File: config.mk
export PLATFORM = sky130hd
export DESIGN_NAME = serial_loaded_bank_mapper
export DESIGN_NICKNAME = d
export VERILOG_FILES = /design/src/hw/rtl/slbm_pkg.sv /design/src/hw/rtl/slbm_loader.sv /design/src/hw/rtl/slbm_translate.sv /design/src/hw/rtl/serial_loaded_bank_mapper.sv
export SDC_FILE = /design/constraint.sdc
export NUM_CORES = 1
export LEC_CHECK = 0
export ABC_CLOCK_PERIOD_IN_PS = 3740
export BUFFER_PORTS_ARGS = -buffer_cell sky130_fd_sc_hd__buf_2
export CORE_AREA = 2 2 99 101
export DETAILED_ROUTE_END_ITERATION = 10
export DIE_AREA = 0 0 101 103
export GPL_TIMING_DRIVEN = 0
export HOLD_SLACK_MARGIN = 0.02
export MAX_ROUTING_LAYER = met4
export PLACE_DENSITY = 0.83
export SLEW_MARGIN = 20
export SYNTH_ARGS = -nofsm -noshare
export SYNTH_HDL_FRONTEND = slang
export SYNTH_SLANG_ARGS = --single-unit
File: constraint.sdc
create_clock -name clk_i -period 3.74 [get_ports clk_i]
set_input_delay 0.748 -clock clk_i [delete_from_list [all_inputs] [get_ports clk_i]]
set_output_delay 0.748 -clock clk_i [all_outputs]
set_load 0.01 [all_outputs]
File: src/hw/rtl/slbm_pkg.sv
package slbm_pkg;

  typedef enum logic [1:0] {
    CMD_CPU_READ  = 2'd0,
    CMD_CPU_WRITE = 2'd1,
    CMD_PPU_FETCH = 2'd2,
    CMD_UNUSED    = 2'd3
  } cmd_e;

  typedef enum logic [1:0] {
    SEL_CONTROL = 2'd0,
    SEL_CHR_LOW = 2'd1,
    SEL_CHR_HI  = 2'd2,
    SEL_PRG     = 2'd3
  } reg_sel_e;

  typedef enum logic [1:0] {
    CFG_PRG_ROM_BANKS = 2'd0,
    CFG_CHR_ROM_BANKS = 2'd1,
    CFG_SPARE_2       = 2'd2,
    CFG_SPARE_3       = 2'd3
  } cfg_idx_e;

  localparam int unsigned PRG_OFS_BITS = 14;  // 16KB bank
  localparam int unsigned CHR_OFS_BITS = 12;  // 4KB bank

  localparam logic [4:0] SHIFT_EMPTY    = 5'h10;
  localparam logic [4:0] CONTROL_RESET  = 5'h0C;
  localparam logic [4:0] PRG_MODE3_BITS = 5'h0C;
  localparam logic [4:0] PRG_BANKS_MAX  = 5'd16;
  localparam logic [5:0] CHR_BANKS_MAX  = 6'd32;
  localparam logic [4:0] PRG_BANKS_RST  = 5'd16;
  localparam logic [5:0] CHR_BANKS_RST  = 6'd0;

  typedef struct packed {
    logic [1:0]  command;
    logic [15:0] cpu_address;
    logic [7:0]  write_data;
    logic [12:0] ppu_address;
  } in_beat_t;

  typedef struct packed {
    logic [17:0] prg_offset;
    logic        prg_selected;
    logic        data_is_zero;
    logic [16:0] chr_offset;
    logic        chr_is_ram;
    logic [1:0]  mirroring;
  } out_beat_t;

  typedef struct packed {
    logic [4:0] control;
    logic [4:0] prg_bank;
    logic [4:0] chr_low;
    logic [4:0] chr_high;
  } bank_regs_t;

  typedef struct packed {
    logic [4:0] prg_rom_banks;
    logic [5:0] chr_rom_banks;
  } rom_size_t;

endpackage

File: src/hw/rtl/slbm_loader.sv
module slbm_loader import slbm_pkg::*; (
  input  logic       clk_i,
  input  logic       rst_ni,
  input  logic       fire_i,
  input  in_beat_t   beat_i,
  output bank_regs_t regs_o,
  output logic [1:0] mirroring_o
);

  logic [4:0] shift_q, shift_d;
  bank_regs_t regs_q, regs_d;
  logic [4:0] shifted;
  reg_sel_e   sel;

  assign shifted = {beat_i.write_data[0], shift_q[4:1]};
  assign sel     = reg_sel_e'(beat_i.cpu_address[14:13]);

  always_comb begin
    shift_d = shift_q;
    regs_d  = regs_q;
    if (fire_i && beat_i.command == CMD_CPU_WRITE && beat_i.cpu_address[15]) begin
      if (beat_i.write_data[7]) begin
        shift_d        = SHIFT_EMPTY;
        regs_d.control = regs_q.control | PRG_MODE3_BITS;
      end else if (shift_q[0]) begin
        shift_d = SHIFT_EMPTY;
        case (sel)
          SEL_CONTROL: regs_d.control  = shifted;
          SEL_CHR_LOW: regs_d.chr_low  = shifted;
          SEL_CHR_HI:  regs_d.chr_high = shifted;
          SEL_PRG:     regs_d.prg_bank = shifted;
          default:     regs_d.control  = shifted;
        endcase
      end else begin
        shift_d = shifted;
      end
    end
  end

  always_ff @(posedge clk_i or negedge rst_ni) begin
    if (!rst_ni) begin
      shift_q         <= SHIFT_EMPTY;
      regs_q.control  <= CONTROL_RESET;
      regs_q.prg_bank <= '0;
      regs_q.chr_low  <= '0;
      regs_q.chr_high <= '0;
    end else begin
      shift_q <= shift_d;
      regs_q  <= regs_d;
    end
  end

  assign regs_o      = regs_q;
  assign mirroring_o = regs_d.control[1:0];

endmodule

File: src/hw/rtl/slbm_translate.sv
module slbm_translate import slbm_pkg::*; (
  input  in_beat_t   beat_i,
  input  bank_regs_t regs_i,
  input  rom_size_t  size_i,
  input  logic [1:0] mirroring_i,
  output out_beat_t  result_o
);

  logic [4:0] prg_banks;
  logic [3:0] prg_last;
  logic [3:0] prg_bank;
  logic       prg_upper;
  logic [5:0] chr_banks;
  logic [4:0] chr_bank;
  logic       chr_upper;

  always_comb begin
    prg_banks = (size_i.prg_rom_banks > PRG_BANKS_MAX) ? PRG_BANKS_MAX : size_i.prg_rom_banks;
    prg_last  = (prg_banks == 5'd0) ? 4'd0 : 4'(prg_banks - 5'd1);
    prg_upper = beat_i.cpu_address[14];
    case (regs_i.control[3:2])
      2'd0, 2'd1: prg_bank = {regs_i.prg_bank[3:1], prg_upper};
      2'd2:       prg_bank = prg_upper ? regs_i.prg_bank[3:0] : 4'd0;
      default:    prg_bank = prg_upper ? prg_last : regs_i.prg_bank[3:0];
    endcase

    chr_banks = (size_i.chr_rom_banks > CHR_BANKS_MAX) ? CHR_BANKS_MAX : size_i.chr_rom_banks;
    chr_upper = beat_i.ppu_address[12];
    if (regs_i.control[4]) begin
      chr_bank = chr_upper ? regs_i.chr_high : regs_i.chr_low;
    end else begin
      chr_bank = {regs_i.chr_low[4:1], chr_upper};
    end
  end

  always_comb begin
    result_o           = '0;
    result_o.mirroring = mirroring_i;
    case (cmd_e'(beat_i.command))
      CMD_CPU_READ: begin
        if (beat_i.cpu_address[15]) begin
          result_o.prg_selected = 1'b1;
          result_o.prg_offset   = {prg_bank, beat_i.cpu_address[PRG_OFS_BITS-1:0]};
          result_o.data_is_zero = ({1'b0, prg_bank} >= prg_banks);
        end else begin
          result_o.data_is_zero = 1'b1;
        end
      end
      CMD_CPU_WRITE: begin
        result_o.data_is_zero = 1'b1;
      end
      CMD_PPU_FETCH: begin
        if (size_i.chr_rom_banks == 6'd0) begin
          result_o.chr_is_ram = 1'b1;
          result_o.chr_offset = {4'd0, beat_i.ppu_address};
        end else begin
          result_o.chr_offset   = {chr_bank, beat_i.ppu_address[CHR_OFS_BITS-1:0]};
          result_o.data_is_zero = ({1'b0, chr_bank} >= chr_banks);
        end
      end
      default: begin
        result_o.data_is_zero = 1'b0;
      end
    endcase
  end

endmodule

File: src/hw/rtl/serial_loaded_bank_mapper.sv
// Serially loaded cartridge bank mapper.
// Input channel (in_valid_i/in_ready_o/in_data_i): one bus access per beat,
// a CPU read, a CPU write or a PPU pattern fetch. CPU writes at 0x8000 and up
// feed the five-bit serial loader that sets control, CHR and PRG banks.
// Output channel (out_valid_o/out_ready_i/out_data_o): one result beat per
// access with the PRG or CHR offset, the zero-data flag and mirroring.
// Config channel (cfg_valid_i/cfg_ready_o/cfg_index_i/cfg_data_i): index 0
// is the PRG ROM size, index 1 the CHR ROM size; other indexes are dropped.
// Path: input beat to result beat through the input register, then the
// result register. Throughput: one beat per cycle while out_ready_i is
// high, set by the single translation stage between the two registers.
// Reset: shift register empty, control 0x0C, banks 0, PRG size 16, CHR size
// 0 (CHR RAM); both pipeline stages empty.
// Stall: when out_ready_i is low with a result held, the whole pipeline
// holds; in_ready_o stays high while the input register is empty.
module serial_loaded_bank_mapper import slbm_pkg::*; (
  input  logic       clk_i,
  input  logic       rst_ni,
  input  logic       in_valid_i,
  output logic       in_ready_o,
  input  in_beat_t   in_data_i,
  output logic       out_valid_o,
  input  logic       out_ready_i,
  output out_beat_t  out_data_o,
  input  logic       cfg_valid_i,
  output logic       cfg_ready_o,
  input  logic [1:0] cfg_index_i,
  input  logic [5:0] cfg_data_i
);

  logic       in_valid_q;
  in_beat_t   in_beat_q;
  logic       out_valid_q;
  out_beat_t  out_beat_q;
  rom_size_t  size_q;
  logic       advance;
  logic       fire;
  bank_regs_t regs;
  logic [1:0] mirroring;
  out_beat_t  result;

  assign advance    = !out_valid_q || out_ready_i;
  assign fire       = in_valid_q && advance;
  assign in_ready_o = !in_valid_q || advance;
  assign cfg_ready_o = 1'b1;

  always_ff @(posedge clk_i or negedge rst_ni) begin
    if (!rst_ni) begin
      size_q.prg_rom_banks <= PRG_BANKS_RST;
      size_q.chr_rom_banks <= CHR_BANKS_RST;
    end else if (cfg_valid_i) begin
      case (cfg_idx_e'(cfg_index_i))
        CFG_PRG_ROM_BANKS: size_q.prg_rom_banks <= cfg_data_i[4:0];
        CFG_CHR_ROM_BANKS: size_q.chr_rom_banks <= cfg_data_i;
        default: ;
      endcase
    end
  end

  always_ff @(posedge clk_i or negedge rst_ni) begin
    if (!rst_ni) begin
      in_valid_q  <= 1'b0;
      out_valid_q <= 1'b0;
    end else begin
      if (in_ready_o) begin
        in_valid_q <= in_valid_i;
      end
      if (advance) begin
        out_valid_q <= in_valid_q;
      end
    end
  end

  always_ff @(posedge clk_i) begin
    if (in_valid_i && in_ready_o) begin
      in_beat_q <= in_data_i;
    end
    if (fire) begin
      out_beat_q <= result;
    end
  end

  slbm_loader u_loader (
    .clk_i       (clk_i),
    .rst_ni      (rst_ni),
    .fire_i      (fire),
    .beat_i      (in_beat_q),
    .regs_o      (regs),
    .mirroring_o (mirroring)
  );

  slbm_translate u_translate (
    .beat_i      (in_beat_q),
    .regs_i      (regs),
    .size_i      (size_q),
    .mirroring_i (mirroring),
    .result_o    (result)
  );

  assign out_valid_o = out_valid_q;
  assign out_data_o  = out_beat_q;

endmodule
==> impl_metrics.csv, run 1 <==
group,metric,value,unit
clock_tree,clk_pin_slew,0.10,ns
clock_tree,post_cts_buffers,0,
logic_synthesis,synth_top_family_by_area,"simple AND/OR/NAND/NOR gates",
grt,antenna_found_initial,0,
worst_setup_path,crit_start,"size_q[10]",
logic_synthesis,syn_nets,360,
timing,post-route-min-period,3.26,ns
logic_synthesis,synth.largest_area_cell,"edfxtp_1",
clock_tree,htree_levels,3,
worst_setup_path,critPathArrivalTime,3.36,ns
worst_hold_path,hp-class,"in2async",
timing,finalHoldViolations,0,
power_and_ir_drop,vdd_ir_drop_max,231,µV
worst_setup_path,cp_data_required_time,3.85,ns
route,dr.pass1.iters,4,
logic_synthesis,yosysTopAreaCellShare,48.6,%
logic_synthesis,synthSimpleGateAreaFrac,13.9,%
logic_synthesis,synth_compound_area_share,4.10,%
worst_setup_path,critPathKind,"reg2reg",
floorplanning,die_h,103,µm
finish,stdcell_count,516,
route,wl_per_cell,16.4,µm
worst_setup_path,startpoint_type,"flop",
worst_setup_path,r2r_start,"size_q[10]",
placement,dp_cells,500,
floorplanning,core-area,9460,µm²
worst_setup_path,r2r_slack,0.48,ns
clock_tree,cts_sinks,110,
floorplanning,die_w,101,µm
finish,final_util,56.3,%
floorplanning,start_util,47.7,%
placement,gp_congestion,0.863,
grt,first_global_vias,2718,
finish,drive_gt1_share,37.1,%
logic_synthesis,ys.flop_type,"edfxtp_1",
finish,seqCellArea,3120,µm²
timing,fmax,307,MHz
timing,period_share,87.0,%
grt,grt_overflow_total,0,
placement,dpl_cell_area,5150,µm²
logic_synthesis,synthTopCellsByArea,"edfxtp_1 49%, dfrtp_1 18%, mux2_2 7.2%",
placement,io_buffers,87,
clock_tree,clockRootBuffer,"clkbuf_8",
route,drc,0,
worst_setup_path,crit_path_max_fanout,8,
logic_synthesis,ys_warn_count,0,
logic_synthesis,synth-xor-area-share,0.194,%
logic_synthesis,synth.cell_area,4510,µm²
route,via_count,2674,
finish,fillers,757,
logic_synthesis,yosys-top-cells-count,"73 x edfxtp_1, 33 x dfrtp_1, 31 x and2_1, 29 x mux2_2, 20 x nand2_1",
power_and_ir_drop,p_per_area,460,nW/µm²
timing,fin_hold_ws,0.474,ns
finish,multiInputGateArea,1340,µm²
clock_tree,clockBufferDepth,2,
logic_synthesis,ys_ff_latch,110,
logic_synthesis,synth_edf_count,73,
clock_tree,cts_hold_buffers,0,
clock_tree,clk_latency,0.38,ns
clock_tree,cts_buffers,9,
grt,grt_max_degree,38,
logic_synthesis,syn_area_per_cell,15.2,µm²
timing,setup_viol,0,
finish,finalNetCount,460,
floorplanning,fp.dieArea,10400,µm²
timing,worst_pin_slew,0.937,ns
route,routed_wl,8.45,mm
logic_synthesis,yosysSeqAreaShare,69.2,%
power_and_ir_drop,total_leakage_power,2.27,nW
placement,place_hpwl,6.12,mm
timing,fin_skew,0.0190,ns
logic_synthesis,syn_inst,297,
grt,grt.total_usage,17.4,%
route,vias_per_cell,5.18,
timing,drv_slew,0,
clock_tree,cts_resized,0,
finish,fin_area,5320,µm²
route,dr.first_iter.drc_count,72,
finish,area_growth,17.9,%
floorplanning,row_count,36,
logic_synthesis,yosys.area_share.adder,3.05,%
job,maxCapViolations,0,
worst_setup_path,cp-end-kind,"flop",
finish,antenna_cells,0,
timing,fin_setup_tns,0,ns
clock_tree,cts_tree,"built",
logic_synthesis,synth.most_common_cell,"edfxtp_1",
grt,grt_pass1_wl,13.2,mm
logic_synthesis,synth.distinct_cells,47,
route,postRouteAntennaNets,0,
timing,rsz0062_at_grt,"no",
logic_synthesis,muxShareOfSynthArea,8.23,%
logic_synthesis,ys_async_sr_fraction,33.6,%
floorplanning,io_pins,95,
timing,relSlewSlack,37.0,%
outcome,status,"finished, final reports clean",
## metal layers
layer | global-route usage (%) | wire length (µm) | vias up
met5 | - | 0 | -
met4 | 8.00 | 206 | 0
met3 | 2.92 | 263 | 21
met2 | 27.8 | 4270 | 66
met1 | 22.0 | 3710 | 1307
li1 | - | - | 1280
## path summary, 6_finish.rpt
check / endpoint / depth (start not counted)
hold reg to reg: u_loader.regs_o[16] / 1
hold / removal: u_loader.regs_o[3] / 1
min in group clk_i: u_loader.regs_o[16] / 1
setup / recovery: out_data_o[20] / 11
setup reg to reg: out_data_o[20] / 11
max in group asynchronous: size_q[6] / 1
## placed cells by master (no fill, tap or decap), drive strengths merged, types with 11 or more instances in the layout
cell type / Yosys / layout
and2: 31 / 31
buf: 3 / 92
clkbuf: 5 / 15
dfrtp: 33 / 33
edfxtp: 73 / 73
ha: 11 / 11
mux2: 32 / 32
nand2: 20 / 20
nand2b: 12 / 12
## cells by family (layout without fill, tap and decap cells)
logic type | count (synthesis) | count (layout)
xor+xnor | 1 | 1
buf+inv | 14 | 119
compound gates | 27 | 27
flops | 110 | 110
simple gates | 101 | 101
mux | 32 | 32
fa+ha+maj | 11 | 11
other cells | 1 | 1
## flip-flops by register name, indices dropped and copies added (netlist names)
name / flops
u_loader.regs_o: 19
u_loader.shift_q: 5
size_q: 11
out_data_o: 40
in_valid_q: 1
in_beat_q: 33
out_valid_o: 1
## power by group
part	switching [mW]	internal [mW]	total (mW)	leakage (nW)
Clock	0.403	0.247	0.650	0.0833
Combinational	0.176	0.146	0.322	0.993
Sequential	0.0632	1.41	1.47	1.19
Total	0.642	1.80	2.45	2.27
## stage by stage
step	setup slack, ns	power (mW)
final	0.485	2.45
after CTS	0.515	2.47
after floorplan	1.00	1.68
after detailed placement	0.564	1.82
after global placement	0.677	1.79
after global routing	0.365	2.56
## final cells by class
| type | count | area share [%] |
|---|---|---|
| clock buffer | 10 | 2.40 |
| multi-input combinational | 173 | 25.1 |
| buffer | 8 | 0.658 |
| inverter | 6 | 0.423 |
| sequential | 110 | 58.7 |
| timing repair buffer | 89 | 9.21 |
| tap | 114 | 2.68 |
| clock inverter | 6 | 0.870 |
## critical path, cell delays in order (launching register included)
cell	delay (ns)
dfstp_2	0.55
inv_1	0.11
nand2_1	0.17
ha_1	0.19
or4b_1	0.48
and3_1	0.22
a32o_1	0.28
ha_1	0.30
a21oi_1	0.14
o21ai_0	0.12
a31oi_1	0.28
o32ai_1	0.16
(Power assumes the default switching activity.)
==> run 2: changes to the inputs <==
Settings changed: CELL_PAD_IN_SITES_DETAIL_PLACEMENT set to 1, CELL_PAD_IN_SITES_GLOBAL_PLACEMENT set to 1, CORE_AREA 2 2 99 101 to 2 2 105 107, DIE_AREA 0 0 101 103 to 0 0 107 109, PLACE_DENSITY 0.83 to 0.88.
==> impl_metrics.csv, run 2 (same netlist as run 1, synthesis figures left out) <==
group,metric,value,unit
worst_setup_path,path_common_cell,"ha_1",
route,dr.pass1.iters,4,
grt,grt_max_degree,38,
timing,rsz0062_at_grt,"no",
worst_setup_path,path_delay_family,"compound AO/OA/AOI/OAI gates",
timing,fmax,310,MHz
floorplanning,fp.dieArea,11700,µm²
worst_setup_path,slowest_stage,"dfstp_2",
floorplanning,io_pins,95,
timing,fin_hold_ws,0.456,ns
floorplanning,start_util,42.6,%
clock_tree,clockBufferDepth,2,
worst_setup_path,critPathArrivalTime,3.34,ns
finish,layout_commonest_cell,"buf_2",
clock_tree,cts_sinks,110,
worst_setup_path,crit_path_max_fanout,8,
clock_tree,cts_resized,0,
grt,antenna_found_initial,0,
finish,antenna_cells,0,
route,routed_wl,9.38,mm
grt,first_global_vias,2818,
timing,fin_skew,0.0120,ns
finish,drive_gt1_share,37.1,%
worst_setup_path,cp-end-kind,"flop",
timing,worst_pin_slew,1.08,ns
worst_setup_path,cp_data_required_time,3.85,ns
placement,io_buffers,87,
worst_setup_path,max_stage_delay,0.55,ns
timing,period_share,86.1,%
worst_setup_path,critical_path_buf_inv_count,1,
power_and_ir_drop,vdd_ir_drop_max,192,µV
power_and_ir_drop,p_per_area,460,nW/µm²
route,wl_per_cell,17.3,µm
floorplanning,core-area,10600,µm²
grt,grt_pass1_wl,14.7,mm
clock_tree,post_cts_buffers,0,
route,via_count,2692,
worst_setup_path,critPathKind,"reg2reg",
timing,relSlewSlack,27.5,%
clock_tree,clk_latency,0.38,ns
job,maxCapViolations,0,
finish,layout_common_cells,"88 x buf_2, 73 x edfxtp_1, 33 x dfrtp_1, 29 x mux2_2, 29 x and2_1",
clock_tree,clk_pin_slew,0.10,ns
floorplanning,die_h,109,µm
finish,finalNetCount,460,
finish,largest_reg_flops,40,
timing,setup_viol,0,
worst_hold_path,hp-class,"in2async",
clock_tree,cts_hold_buffers,0,
clock_tree,clockRootBuffer,"clkbuf_8",
timing,drv_slew,0,
grt,grt.total_usage,17.3,%
timing,post-route-min-period,3.22,ns
route,dr.first_iter.drc_count,77,
placement,place_hpwl,6.94,mm
timing,fin_setup_tns,0,ns
worst_setup_path,startpoint_type,"flop",
clock_tree,cts_tree,"built",
route,postRouteAntennaNets,0,
worst_setup_path,crit_path_cell_trace,"inv_1 -> nand2_1 -> ha_1 -> or4b_1 -> and3_1 -> a32o_1 -> ha_1 -> a21oi_1 -> o21ai_0 -> a31oi_1 -> o32ai_1",
route,vias_per_cell,4.97,
route,drc,0,
finish,area_growth,18.3,%
outcome,status,"finished, final reports clean",
placement,gp_congestion,0.810,
power_and_ir_drop,total_leakage_power,2.26,nW
clock_tree,cts_buffers,9,
timing,finalHoldViolations,0,
power_and_ir_drop,report.power.total,2.46,mW
floorplanning,row_count,38,
clock_tree,htree_levels,3,
finish,final_util,50.4,%
grt,grt_overflow_total,0,
floorplanning,die_w,107,µm
-- run 2: changes by cell type in the layout (fill, tap and decap cells not counted) --
cell / previous run / this run
clkinv_4: 1 / 0
buf_12: 0 / 2
clkinvlp_4: 2 / 3
buf_16: 2 / 0
-- run 2: area by class of cell --
class / instances / area, µm²
Clock inverter: 6 / 45.0
Sequential cell: 110 / 3120
Tap cell: 140 / 175
Buffer: 8 / 35.0
Multi-Input combinational cell: 173 / 1340
Inverter: 6 / 22.5
Timing Repair Buffer: 89 / 475
Clock buffer: 10 / 128
Fill cell: 1096 / 5260
-- run 2: worst paths after layout --
path                                          start  slack [ns]  depth (start not counted)                   to
worst max-delay path                     size_q[10]        0.52                         11       out_data_o[20]
worst min-delay path                         rst_ni        0.46                          1   u_loader.regs_o[9]
worst max register to register           size_q[10]        0.52                         11       out_data_o[20]
worst min register to register  u_loader.regs_o[15]        0.50                          1  u_loader.regs_o[15]
max in group asynchronous                    rst_ni        2.74                          1  u_loader.regs_o[16]
min in group clk_i              u_loader.regs_o[15]        0.50                          1  u_loader.regs_o[15]
-- run 2: metrics by stage --
stage                     std cells  setup WS [ns]  area, µm²
after floorplan                 297           1.00       4510
after global placement          524          0.645       5120
after detailed placement        526          0.570       5170
after CTS                       542          0.528       5340
after global routing            542          0.289       5340
final                           542          0.519       5340
-- run 2: metal layers --
metal	GRT usage, %	part of all wire, %
met5	-	0
met4	8.81	2.9
met2	29.5	52
met1	19.8	42
met3	3.05	3.1
-- run 2: report_power, final --
group          switching [mW]  total, mW  leakage [nW]  internal (mW)
combinational           0.178      0.321         0.987          0.143
clock                   0.408      0.654        0.0793          0.246
sequential             0.0688       1.48          1.19           1.41
total                   0.656       2.46          2.26           1.80
